--- config.mk ---
export PLATFORM = sky130hd
export DESIGN_NAME = rational_arith_reduce_unit
export DESIGN_NICKNAME = d
export VERILOG_FILES = /design/src/rat_pkg.sv /design/src/rat_div.sv /design/src/rat_dp.sv /design/src/rat_ctrl.sv /design/src/rational_arith_reduce_unit.sv
export SDC_FILE = /design/constraint.sdc
export NUM_CORES = 2
export LEC_CHECK = 0
export ABC_CLOCK_PERIOD_IN_PS = 11300
export BUFFER_PORTS_ARGS = -buffer_cell sky130_fd_sc_hd__buf_2
export CAP_MARGIN = 0
export CORE_UTILIZATION = 40
export DETAILED_ROUTE_END_ITERATION = 8
export PLACE_DENSITY_LB_ADDON = 0.1
export SLEW_MARGIN = 20
export SYNTH_ARGS = -nofsm -noshare
export SYNTH_HDL_FRONTEND = slang
export SYNTH_SLANG_ARGS = --single-unit
--- constraint.sdc ---
create_clock -name clk_i -period 11.3 [get_ports clk_i]
set_input_delay 1.13 -clock clk_i [delete_from_list [all_inputs] [get_ports clk_i]]
set_output_delay 1.13 -clock clk_i [all_outputs]
set_load 0.05 [all_outputs]
--- src/rat_pkg.sv ---
// ---------------------------------------------------------------------------
// Rational arithmetic package
// Shared types, codes and field widths for the rational reduce unit.
// ---------------------------------------------------------------------------
package rat_pkg;

  // Default operand width.
  localparam int unsigned OperandWidth = 16;

  // Fixed widths of the result fields.
  localparam int unsigned ResNumW = 33;
  localparam int unsigned ResDenW = 31;
  localparam int unsigned WholeW  = 32;
  localparam int unsigned RemW    = 30;

  // Bit positions of the result fields in the output tdata.
  localparam int unsigned ResNumLsb = 0;
  localparam int unsigned ResDenLsb = ResNumLsb + ResNumW;
  localparam int unsigned NegLsb    = ResDenLsb + ResDenW;
  localparam int unsigned WholeLsb  = NegLsb + 1;
  localparam int unsigned RemLsb    = WholeLsb + WholeW;
  localparam int unsigned OutBits   = RemLsb + RemW;
  localparam int unsigned OutDataW  = ((OutBits + 7) / 8) * 8;

  // Operation codes.
  typedef enum logic [1:0] {
    OP_ADD = 2'd0,
    OP_SUB = 2'd1,
    OP_MUL = 2'd2,
    OP_DIV = 2'd3
  } op_e;

  // Which product the multiplier forms.
  typedef enum logic [1:0] {
    MUL_CROSS_A = 2'd0,
    MUL_CROSS_B = 2'd1,
    MUL_DEN     = 2'd2
  } mul_step_e;

  // Which division the shared divider runs.
  typedef enum logic [1:0] {
    DIV_NUM   = 2'd0,
    DIV_DEN   = 2'd1,
    DIV_MIXED = 2'd2
  } div_sel_e;

  // Commands from the controller to the datapath.
  typedef struct packed {
    logic      load;
    logic      mul_en;
    mul_step_e mul_step;
    logic      comb;
    logic      gcd_init;
    logic      gcd_step;
    logic      g_cap;
    logic      div_start;
    div_sel_e  div_sel;
    logic      div_cap;
    logic      out_load;
  } rat_cmd_t;

  // Status from the datapath to the controller.
  typedef struct packed {
    logic err;
    logic mag_zero;
    logic gcd_done;
    logic div_done;
  } rat_sts_t;

endpackage

--- src/rat_div.sv ---
// ---------------------------------------------------------------------------
// Restoring divider
// Unsigned quotient and remainder, one quotient bit per cycle.
// ---------------------------------------------------------------------------
module rat_div #(
  parameter int unsigned N = 33
) (
  input  logic         clk_i,
  input  logic         rst_ni,
  input  logic         start_i,
  input  logic [N-1:0] dividend_i,
  input  logic [N-1:0] divisor_i,
  output logic         done_o,
  output logic [N-1:0] quo_o,
  output logic [N-1:0] rem_o
);

  localparam int unsigned CW = (N > 1) ? $clog2(N) : 1;

  logic          busy_q, done_q;
  logic [CW-1:0] cnt_q;
  logic [N:0]    rem_q, rem_d, shifted;
  logic [N-1:0]  quo_q, quo_d, dvs_q;
  logic          ge;

  // One shift and trial subtract per cycle.
  always_comb begin
    shifted = {rem_q[N-1:0], quo_q[N-1]};
    ge      = shifted >= {1'b0, dvs_q};
    rem_d   = ge ? (shifted - {1'b0, dvs_q}) : shifted;
    quo_d   = {quo_q[N-2:0], ge};
  end

  // Control state.
  always_ff @(posedge clk_i or negedge rst_ni) begin
    if (!rst_ni) begin
      busy_q <= 1'b0;
      done_q <= 1'b0;
      cnt_q  <= '0;
    end else begin
      done_q <= 1'b0;
      if (start_i) begin
        busy_q <= 1'b1;
        cnt_q  <= '0;
      end else if (busy_q) begin
        if (cnt_q == CW'(N - 1)) begin
          busy_q <= 1'b0;
          done_q <= 1'b1;
        end else begin
          cnt_q <= cnt_q + 1'b1;
        end
      end
    end
  end

  // Working registers.
  always_ff @(posedge clk_i) begin
    if (start_i) begin
      rem_q <= '0;
      quo_q <= dividend_i;
      dvs_q <= divisor_i;
    end else if (busy_q) begin
      rem_q <= rem_d;
      quo_q <= quo_d;
    end
  end

  assign done_o = done_q;
  assign quo_o  = quo_q;
  assign rem_o  = rem_q[N-1:0];

endmodule

--- src/rat_dp.sv ---
// ---------------------------------------------------------------------------
// Rational arithmetic datapath
// Cross products, sign handling, binary gcd, reducing divisions and result.
// ---------------------------------------------------------------------------
module rat_dp #(
  parameter int unsigned W = 16
) (
  input  logic                     clk_i,
  input  logic                     rst_ni,
  input  logic [1:0]               op_i,
  input  logic signed [W-1:0]      a_num_i,
  input  logic signed [W-1:0]      a_den_i,
  input  logic signed [W-1:0]      b_num_i,
  input  logic signed [W-1:0]      b_den_i,
  input  rat_pkg::rat_cmd_t        cmd_i,
  output rat_pkg::rat_sts_t        sts_o,
  output logic signed [rat_pkg::ResNumW-1:0] res_num_o,
  output logic [rat_pkg::ResDenW-1:0]        res_den_o,
  output logic                     negative_o,
  output logic [rat_pkg::WholeW-1:0]         whole_part_o,
  output logic [rat_pkg::RemW-1:0]           remainder_part_o,
  output logic                     status_o
);
  import rat_pkg::*;

  localparam int unsigned PW = 2 * W;
  localparam int unsigned MW = 2 * W + 1;
  localparam int unsigned KW = $clog2(MW);

  // Operand registers.
  op_e                 op_q;
  logic signed [W-1:0] an_q, ad_q, bn_q, bd_q;
  logic                zden_q;

  always_ff @(posedge clk_i) begin
    if (cmd_i.load) begin
      op_q   <= op_e'(op_i);
      an_q   <= a_num_i;
      ad_q   <= a_den_i;
      bn_q   <= b_num_i;
      bd_q   <= b_den_i;
      zden_q <= (a_den_i == '0) || (b_den_i == '0);
    end
  end

  // One signed multiplier, operands chosen by step and operation.
  logic signed [W-1:0]  mul_a, mul_b;
  logic signed [PW-1:0] prod;
  logic signed [PW-1:0] p0_q, p1_q, p2_q;

  always_comb begin
    case (cmd_i.mul_step)
      MUL_CROSS_A: begin
        mul_a = an_q;
        mul_b = (op_q == OP_MUL) ? bn_q : bd_q;
      end
      MUL_CROSS_B: begin
        mul_a = bn_q;
        mul_b = ad_q;
      end
      MUL_DEN: begin
        mul_a = ad_q;
        mul_b = (op_q == OP_DIV) ? bn_q : bd_q;
      end
      default: begin
        mul_a = an_q;
        mul_b = bd_q;
      end
    endcase
    prod = PW'(mul_a) * PW'(mul_b);
  end

  always_ff @(posedge clk_i) begin
    if (cmd_i.mul_en) begin
      case (cmd_i.mul_step)
        MUL_CROSS_A: p0_q <= prod;
        MUL_CROSS_B: p1_q <= prod;
        MUL_DEN:     p2_q <= prod;
        default:     p0_q <= prod;
      endcase
    end
  end

  // Combine products, then take magnitudes and the sign of the quotient.
  logic signed [MW-1:0] num_c, term_c, den_c;
  logic [MW-1:0]        mag_c, dmag_c;
  logic [MW-1:0]        mag_q, dmag_q;
  logic                 neg_q, den_zero_q, mag_zero_q;

  always_comb begin
    term_c = ((op_q == OP_ADD) || (op_q == OP_SUB)) ? MW'(p1_q) : '0;
    num_c  = (op_q == OP_SUB) ? (MW'(p0_q) - term_c) : (MW'(p0_q) + term_c);
    den_c  = MW'(p2_q);
    mag_c  = num_c[MW-1] ? MW'(-num_c) : MW'(num_c);
    dmag_c = den_c[MW-1] ? MW'(-den_c) : MW'(den_c);
  end

  always_ff @(posedge clk_i) begin
    if (cmd_i.comb) begin
      mag_q      <= mag_c;
      dmag_q     <= dmag_c;
      neg_q      <= num_c[MW-1] ^ den_c[MW-1];
      den_zero_q <= (p2_q == '0);
      mag_zero_q <= (num_c == '0);
    end
  end

  // Binary gcd: shift out common and single factors of two, else subtract.
  logic [MW-1:0] u_q, v_q, g_q;
  logic [KW-1:0] k_q;
  logic          gcd_done;

  assign gcd_done = (u_q == '0) || (v_q == '0);

  always_ff @(posedge clk_i) begin
    if (cmd_i.gcd_init) begin
      u_q <= mag_q;
      v_q <= dmag_q;
      k_q <= '0;
    end else if (cmd_i.gcd_step) begin
      if (!u_q[0] && !v_q[0]) begin
        u_q <= u_q >> 1;
        v_q <= v_q >> 1;
        k_q <= k_q + 1'b1;
      end else if (!u_q[0]) begin
        u_q <= u_q >> 1;
      end else if (!v_q[0]) begin
        v_q <= v_q >> 1;
      end else if (u_q >= v_q) begin
        u_q <= u_q - v_q;
      end else begin
        v_q <= v_q - u_q;
      end
    end
    if (cmd_i.g_cap) begin
      g_q <= MW'((u_q | v_q) << k_q);
    end
  end

  // Shared divider for both reductions and the mixed-number split.
  logic [MW-1:0] dvd, dvs, quo, rem;
  logic          div_done;
  logic [MW-1:0] q1_q, q2_q, whole_q, rem_q;

  always_comb begin
    case (cmd_i.div_sel)
      DIV_NUM: begin
        dvd = mag_q;
        dvs = g_q;
      end
      DIV_DEN: begin
        dvd = dmag_q;
        dvs = g_q;
      end
      DIV_MIXED: begin
        dvd = q1_q;
        dvs = q2_q;
      end
      default: begin
        dvd = mag_q;
        dvs = g_q;
      end
    endcase
  end

  rat_div #(.N(MW)) u_div (
    .clk_i      (clk_i),
    .rst_ni     (rst_ni),
    .start_i    (cmd_i.div_start),
    .dividend_i (dvd),
    .divisor_i  (dvs),
    .done_o     (div_done),
    .quo_o      (quo),
    .rem_o      (rem)
  );

  always_ff @(posedge clk_i) begin
    if (cmd_i.div_cap) begin
      case (cmd_i.div_sel)
        DIV_NUM: q1_q <= quo;
        DIV_DEN: q2_q <= quo;
        DIV_MIXED: begin
          whole_q <= quo;
          rem_q   <= rem;
        end
        default: q1_q <= quo;
      endcase
    end
  end

  // Result register; error and zero results take fixed values.
  logic signed [MW:0] snum;
  logic               err;

  assign err  = zden_q | den_zero_q;
  assign snum = neg_q ? -$signed({1'b0, q1_q}) : $signed({1'b0, q1_q});

  always_ff @(posedge clk_i) begin
    if (cmd_i.out_load) begin
      if (err) begin
        res_num_o        <= '0;
        res_den_o        <= '0;
        negative_o       <= 1'b0;
        whole_part_o     <= '0;
        remainder_part_o <= '0;
        status_o         <= 1'b1;
      end else if (mag_zero_q) begin
        res_num_o        <= '0;
        res_den_o        <= ResDenW'(1);
        negative_o       <= 1'b0;
        whole_part_o     <= '0;
        remainder_part_o <= '0;
        status_o         <= 1'b0;
      end else begin
        res_num_o        <= ResNumW'(snum);
        res_den_o        <= ResDenW'(q2_q);
        negative_o       <= neg_q;
        whole_part_o     <= WholeW'(whole_q);
        remainder_part_o <= RemW'(rem_q);
        status_o         <= 1'b0;
      end
    end
  end

  assign sts_o.err      = err;
  assign sts_o.mag_zero = mag_zero_q;
  assign sts_o.gcd_done = gcd_done;
  assign sts_o.div_done = div_done;

endmodule

--- src/rat_ctrl.sv ---
// ---------------------------------------------------------------------------
// Rational arithmetic controller
// Sequences the datapath through products, gcd and divisions per item.
// ---------------------------------------------------------------------------
module rat_ctrl (
  input  logic              clk_i,
  input  logic              rst_ni,
  input  logic              s_valid_i,
  output logic              s_ready_o,
  input  logic              m_ready_i,
  output logic              m_valid_o,
  input  rat_pkg::rat_sts_t sts_i,
  output rat_pkg::rat_cmd_t cmd_o
);
  import rat_pkg::*;

  typedef enum logic [3:0] {
    ST_IDLE, ST_MUL0, ST_MUL1, ST_MUL2, ST_COMB, ST_SEL, ST_GCD,
    ST_DS1, ST_DW1, ST_DS2, ST_DW2, ST_DS3, ST_DW3, ST_OUT
  } state_e;

  state_e state_q, state_d;
  logic   out_valid_q, out_valid_d;
  logic   can_load;

  assign can_load = !out_valid_q || m_ready_i;

  // Commands and next state.
  always_comb begin
    cmd_o       = '0;
    state_d     = state_q;
    out_valid_d = out_valid_q && !m_ready_i;
    case (state_q)
      ST_IDLE: begin
        if (s_valid_i) begin
          cmd_o.load = 1'b1;
          state_d    = ST_MUL0;
        end
      end
      ST_MUL0: begin
        cmd_o.mul_en   = 1'b1;
        cmd_o.mul_step = MUL_CROSS_A;
        state_d        = ST_MUL1;
      end
      ST_MUL1: begin
        cmd_o.mul_en   = 1'b1;
        cmd_o.mul_step = MUL_CROSS_B;
        state_d        = ST_MUL2;
      end
      ST_MUL2: begin
        cmd_o.mul_en   = 1'b1;
        cmd_o.mul_step = MUL_DEN;
        state_d        = ST_COMB;
      end
      ST_COMB: begin
        cmd_o.comb = 1'b1;
        state_d    = ST_SEL;
      end
      ST_SEL: begin
        cmd_o.gcd_init = 1'b1;
        state_d = (sts_i.err || sts_i.mag_zero) ? ST_OUT : ST_GCD;
      end
      ST_GCD: begin
        if (sts_i.gcd_done) begin
          cmd_o.g_cap = 1'b1;
          state_d     = ST_DS1;
        end else begin
          cmd_o.gcd_step = 1'b1;
        end
      end
      ST_DS1: begin
        cmd_o.div_start = 1'b1;
        cmd_o.div_sel   = DIV_NUM;
        state_d         = ST_DW1;
      end
      ST_DW1: begin
        cmd_o.div_sel = DIV_NUM;
        if (sts_i.div_done) begin
          cmd_o.div_cap = 1'b1;
          state_d       = ST_DS2;
        end
      end
      ST_DS2: begin
        cmd_o.div_start = 1'b1;
        cmd_o.div_sel   = DIV_DEN;
        state_d         = ST_DW2;
      end
      ST_DW2: begin
        cmd_o.div_sel = DIV_DEN;
        if (sts_i.div_done) begin
          cmd_o.div_cap = 1'b1;
          state_d       = ST_DS3;
        end
      end
      ST_DS3: begin
        cmd_o.div_start = 1'b1;
        cmd_o.div_sel   = DIV_MIXED;
        state_d         = ST_DW3;
      end
      ST_DW3: begin
        cmd_o.div_sel = DIV_MIXED;
        if (sts_i.div_done) begin
          cmd_o.div_cap = 1'b1;
          state_d       = ST_OUT;
        end
      end
      ST_OUT: begin
        if (can_load) begin
          cmd_o.out_load = 1'b1;
          out_valid_d    = 1'b1;
          state_d        = ST_IDLE;
        end
      end
      default: state_d = ST_IDLE;
    endcase
  end

  // State and output valid register.
  always_ff @(posedge clk_i or negedge rst_ni) begin
    if (!rst_ni) begin
      state_q     <= ST_IDLE;
      out_valid_q <= 1'b0;
    end else begin
      state_q     <= state_d;
      out_valid_q <= out_valid_d;
    end
  end

  assign s_ready_o = (state_q == ST_IDLE);
  assign m_valid_o = out_valid_q;

endmodule

--- src/rational_arith_reduce_unit.sv ---
// Products, binary gcd steps and three bit-serial divisions lie between the accepting
// edge and m_axis_tvalid. One item is worked on at a time; a finished result waits in
// the output register while the next item is taken. Error and zero results skip the
// gcd and the divisions.
// Reset (rst_ni low) clears the controller and the output valid at once.
// ---------------------------------------------------------------------------
// Rational arithmetic reduce unit
// Adds, subtracts, multiplies or divides two fractions and reduces the result.
// ---------------------------------------------------------------------------
module rational_arith_reduce_unit #(
  parameter int unsigned OPERAND_WIDTH = rat_pkg::OperandWidth,
  parameter int unsigned InDataW       = ((4 * OPERAND_WIDTH + 7) / 8) * 8
) (
  input  logic                         clk_i,
  input  logic                         rst_ni,
  input  logic                         s_axis_tvalid,
  output logic                         s_axis_tready,
  // a_num, a_den, b_num, b_den from the lowest bit up
  input  logic [InDataW-1:0]           s_axis_tdata,
  // op
  input  logic [1:0]                   s_axis_tuser,
  output logic                         m_axis_tvalid,
  input  logic                         m_axis_tready,
  // res_num, res_den, negative, whole_part, remainder_part from the lowest bit up
  output logic [rat_pkg::OutDataW-1:0] m_axis_tdata,
  // status
  output logic                         m_axis_tuser
);
  import rat_pkg::*;

  localparam int unsigned W = OPERAND_WIDTH;

  rat_cmd_t cmd;
  rat_sts_t sts;

  logic signed [ResNumW-1:0] res_num;
  logic [ResDenW-1:0]        res_den;
  logic                      negative;
  logic [WholeW-1:0]         whole_part;
  logic [RemW-1:0]           remainder_part;
  logic                      status;

  rat_ctrl u_ctrl (
    .clk_i     (clk_i),
    .rst_ni    (rst_ni),
    .s_valid_i (s_axis_tvalid),
    .s_ready_o (s_axis_tready),
    .m_ready_i (m_axis_tready),
    .m_valid_o (m_axis_tvalid),
    .sts_i     (sts),
    .cmd_o     (cmd)
  );

  rat_dp #(.W(W)) u_dp (
    .clk_i            (clk_i),
    .rst_ni           (rst_ni),
    .op_i             (s_axis_tuser),
    .a_num_i          (s_axis_tdata[0*W +: W]),
    .a_den_i          (s_axis_tdata[1*W +: W]),
    .b_num_i          (s_axis_tdata[2*W +: W]),
    .b_den_i          (s_axis_tdata[3*W +: W]),
    .cmd_i            (cmd),
    .sts_o            (sts),
    .res_num_o        (res_num),
    .res_den_o        (res_den),
    .negative_o       (negative),
    .whole_part_o     (whole_part),
    .remainder_part_o (remainder_part),
    .status_o         (status)
  );

  // Pack the result fields.
  always_comb begin
    m_axis_tdata                       = '0;
    m_axis_tdata[ResNumLsb +: ResNumW] = res_num;
    m_axis_tdata[ResDenLsb +: ResDenW] = res_den;
    m_axis_tdata[NegLsb]               = negative;
    m_axis_tdata[WholeLsb +: WholeW]   = whole_part;
    m_axis_tdata[RemLsb +: RemW]       = remainder_part;
  end
  assign m_axis_tuser = status;

`ifndef SYNTHESIS
  // An error result carries all-zero fields.
  a_err_zero: assert property (@(posedge clk_i) disable iff (!rst_ni)
    m_axis_tvalid && m_axis_tuser |-> m_axis_tdata == '0)
    else $error("error result with nonzero fields");

  // A good result always has a nonzero denominator.
  a_den_nonzero: assert property (@(posedge clk_i) disable iff (!rst_ni)
    m_axis_tvalid && !m_axis_tuser |-> m_axis_tdata[ResDenLsb +: ResDenW] != '0)
    else $error("zero denominator in good result");

  // After an item is taken, the unit is not ready in the next cycle.
  a_busy_after_take: assert property (@(posedge clk_i) disable iff (!rst_ni)
    s_axis_tvalid && s_axis_tready |=> !s_axis_tready)
    else $error("input taken twice in a row");
`endif

endmodule

==> impl_metrics.json <==
{
  "wire_per_inst_um": 22.4,
  "synth_top_area_share_pct": 40.5,
  "dpl.hpwl_um": 113000,
  "status": "finished, final reports clean",
  "period_needed_ns": 9.71,
  "overflow": 0,
  "setup_tns_ns": 0,
  "ioPinCount": 201,
  "cts_sinks": 705,
  "synth_cells": 4728,
  "cts.repair.resized": 0,
  "worstSetupPathType": "flop to flop",
  "nNetsFinal": 5456,
  "wirelength_um": 146000,
  "rsz0062_at_grt": "no",
  "vias": 35400,
  "drtIter0Drc": 2921,
  "rr_startpoint": "u_ctrl.state_q[1]",
  "arrival_ns": 10.09,
  "first_global_vias": 34800,
  "clk_path_buf_depth": 3,
  "yosysTopAreaCell": "edfxtp_1",
  "cts_buffers": 81,
  "globalRouteTotalUtil_pct": 24.0,
  "endpoint_kind": "flop",
  "finalSetupViolCount": 0,
  "finalClockSkew_ns": 0.0312,
  "diodes": 0,
  "synth_area_leaders": "edfxtp_1 40%, fa_1 11%, ha_1 6.8%, inv_1 3.9%, nor2_1 3.9%",
  "fmaxAchievable_mhz": 103,
  "final-hold-violation-count": 0,
  "finalCritPeriodShare_pct": 85.9,
  "async_flop_share_pct": 1.84,
  "layout_commonest_cell": "edfxtp_1",
  "ys_warn_count": 0,
  "die_area_mm2": 0.122,
  "synth_edf_count": 653,
  "grt_pass1_wl_um": 221000,
  "hold_class": "input pin to async pin",
  "num_rows": 127,
  "cp-start-kind": "flop",
  "drc": 0,
  "core_area_mm2": 0.120,
  "port_buffers": 199,
  "synth_seq_cells": 705,
  "syn-cell-area_mm2": 0.0484,
  "ctsHoldBuffers": 0,
  "antenna_found_initial": 2,
  "startpoint": "u_ctrl.state_q[1]",
  "gp_congestion": 0.968,
  "htree_levels": 3,
  "maxCapViolCount": 0,
  "synth_cell_type_count": 92,
  "drv_slew": 0,
  "vias_per_cell": 5.42,
  "initial_utilization_pct": 40.4,
  "critPathRequiredTime_ns": 11.68,
  "dr.pass1.iters": 6,
  "cts_tree": "yes",
  "relSlewSlack_pct": 21.8,
  "final_cell_mix": "653 x edfxtp_1, 506 x inv_1, 494 x nor2_1",
  "clk_pin_slew_ns": 0.07,
  "post-cts-setup-buffer-count": 0,
  "synth.avg_cell_area_um2": 10.2,
  "die_h_um": 350,
  "syn_to_final_growth_pct": 11.3,
  "tightest_slew_ns": 1.17,
  "synth_seq_area_share_pct": 42.8,
  "ant_nets": 0,
  "worst-path-max-fanout": 24,
  "clk_latency_ns": 0.67,
  "root_buffer": "clkbuf_16",
  "die_width_um": 350,
  "ys.flop_type": "edfxtp_1",
  "drive_above_1_share_pct": 10.2,
  "grt_max_degree": 94
}
==> layer usage <==
metal	part of all wire, %	vias to the layer above	wire length [µm]	global-route usage [%]
li1	-	16700	-	-
met2	49	920	71300	40.8
met1	44	17600	64300	32.3
met5	0	-	0	0
met3	5.5	138	8050	3.42
met4	1.8	0	2610	5.18
==> flip-flops by register name (all words and copies together), names as in the netlist, 30 cells and up <==
name	flops
u_dp.res_den_o	31
u_dp.p0_q	32
u_dp.whole_q	32
u_dp.u_q	33
u_dp.u_div.dvs_q	33
u_dp.v_q	33
u_dp.u_div.quo_o	33
u_dp.res_num_o	33
u_dp.dmag_q	33
u_dp.p1_q	32
u_dp.p2_q	32
u_dp.u_div.rem_q	33
u_dp.mag_q	33
u_dp.q2_q	33
u_dp.remainder_part_o	30
u_dp.q1_q	33
u_dp.whole_part_o	32
u_dp.rem_q	30
u_dp.g_q	33
==> critical path: stages, from the launching register on <==
cell and delay [ns]:
dfrtp_1 0.59, nor2b_1 0.28, nand2_1 0.19, ha_1 0.87, buf_4 0.33, nor2_1 0.08, a21oi_1 0.88, nand2b_1 0.22
fa_1 0.56, fa_1 0.52, fa_1 0.51, inv_1 0.05, fa_1 0.49, fa_1 0.49, inv_1 0.05, fa_1 0.47
inv_1 0.04, ha_1 0.34, a21oi_1 0.21, o21bai_1 0.09, a21o_1 0.17, a21o_1 0.16, a221oi_1 0.66, o21ai_0 0.29
o41a_1 0.39, a21o_1 0.19, a21oi_1 0.17, xnor2_1 0.12
==> path summary, 6_finish.rpt <==
check / cells after the start / slack [ns] / endpoint
worst min-delay path: 1 / 0.36 / u_dp.u_div.cnt_q[3]
min in group clk_i: 0 / 0.48 / u_dp.rem_q[9]
worst max register to register: 27 / 1.59 / u_dp.p0_q[31]
max in group asynchronous: 1 / 10.69 / u_dp.u_div.done_o
worst max-delay path: 27 / 1.59 / u_dp.p0_q[31]
worst min register to register: 0 / 0.48 / u_dp.rem_q[9]
==> per-stage QoR <==
stage / setup WS (ns) / instance area, µm² / std cells / hold WS (ns) / util (%)
2_1_floorplan: 2.87 / 48400 / 4729 / 0.445 / -
6_report: 1.59 / 53900 / 6532 / 0.360 / 44.9
3_3_place_gp: 1.76 / 51200 / 6385 / 0.479 / 42.6
3_5_place_dp: 1.56 / 51200 / 6385 / 0.474 / 42.6
5_1_grt: 0.917 / 53900 / 6532 / 0.372 / 44.9
4_1_cts: 1.55 / 53900 / 6531 / 0.325 / 44.9
==> Yosys cell counts (all sizes together) (51+ instances only) <==
library cell and number:
edfxtp 653, inv 509, nor2 498, nand2 355, o21ai 291, a21oi 281, fa 266, ha 263
clkbuf 188, xnor2 170, and2 120, xor2 81, nand2b 70, nor3 68, a21o 66, mux2 57
nor4 52, a22oi 51
==> logic make-up (layout without fill, tap and decap cells) <==
group                      after synthesis  in the layout  share of synthesized area [%]
DFF                                    705            705                           42.8
other                                    1              2                        0.00774
adders and majority gates              529            529                           17.8
xor gates and xnor gates               251            251                           4.54
AOI/OAI and AO/OA                     1021           1021                           13.2
buffers and inverters                  724            915                           5.65
and+or+nand+nor                       1388           1388                           13.5
muxes                                  109            109                           2.50
==> area by class of cell <==
class / instances / area, µm²
Clock inverter: 49 / 619
Timing Repair Buffer: 259 / 1460
Inverter: 510 / 1910
Tap cell: 1612 / 2020
Fill cell: 11500 / 66100
Clock buffer: 97 / 2100
Sequential cell: 705 / 20700
Multi-Input combinational cell: 3300 / 25100
Power is not shown: default switching activity piles up to over one toggle a cycle in this logic, so the estimate is an artifact.
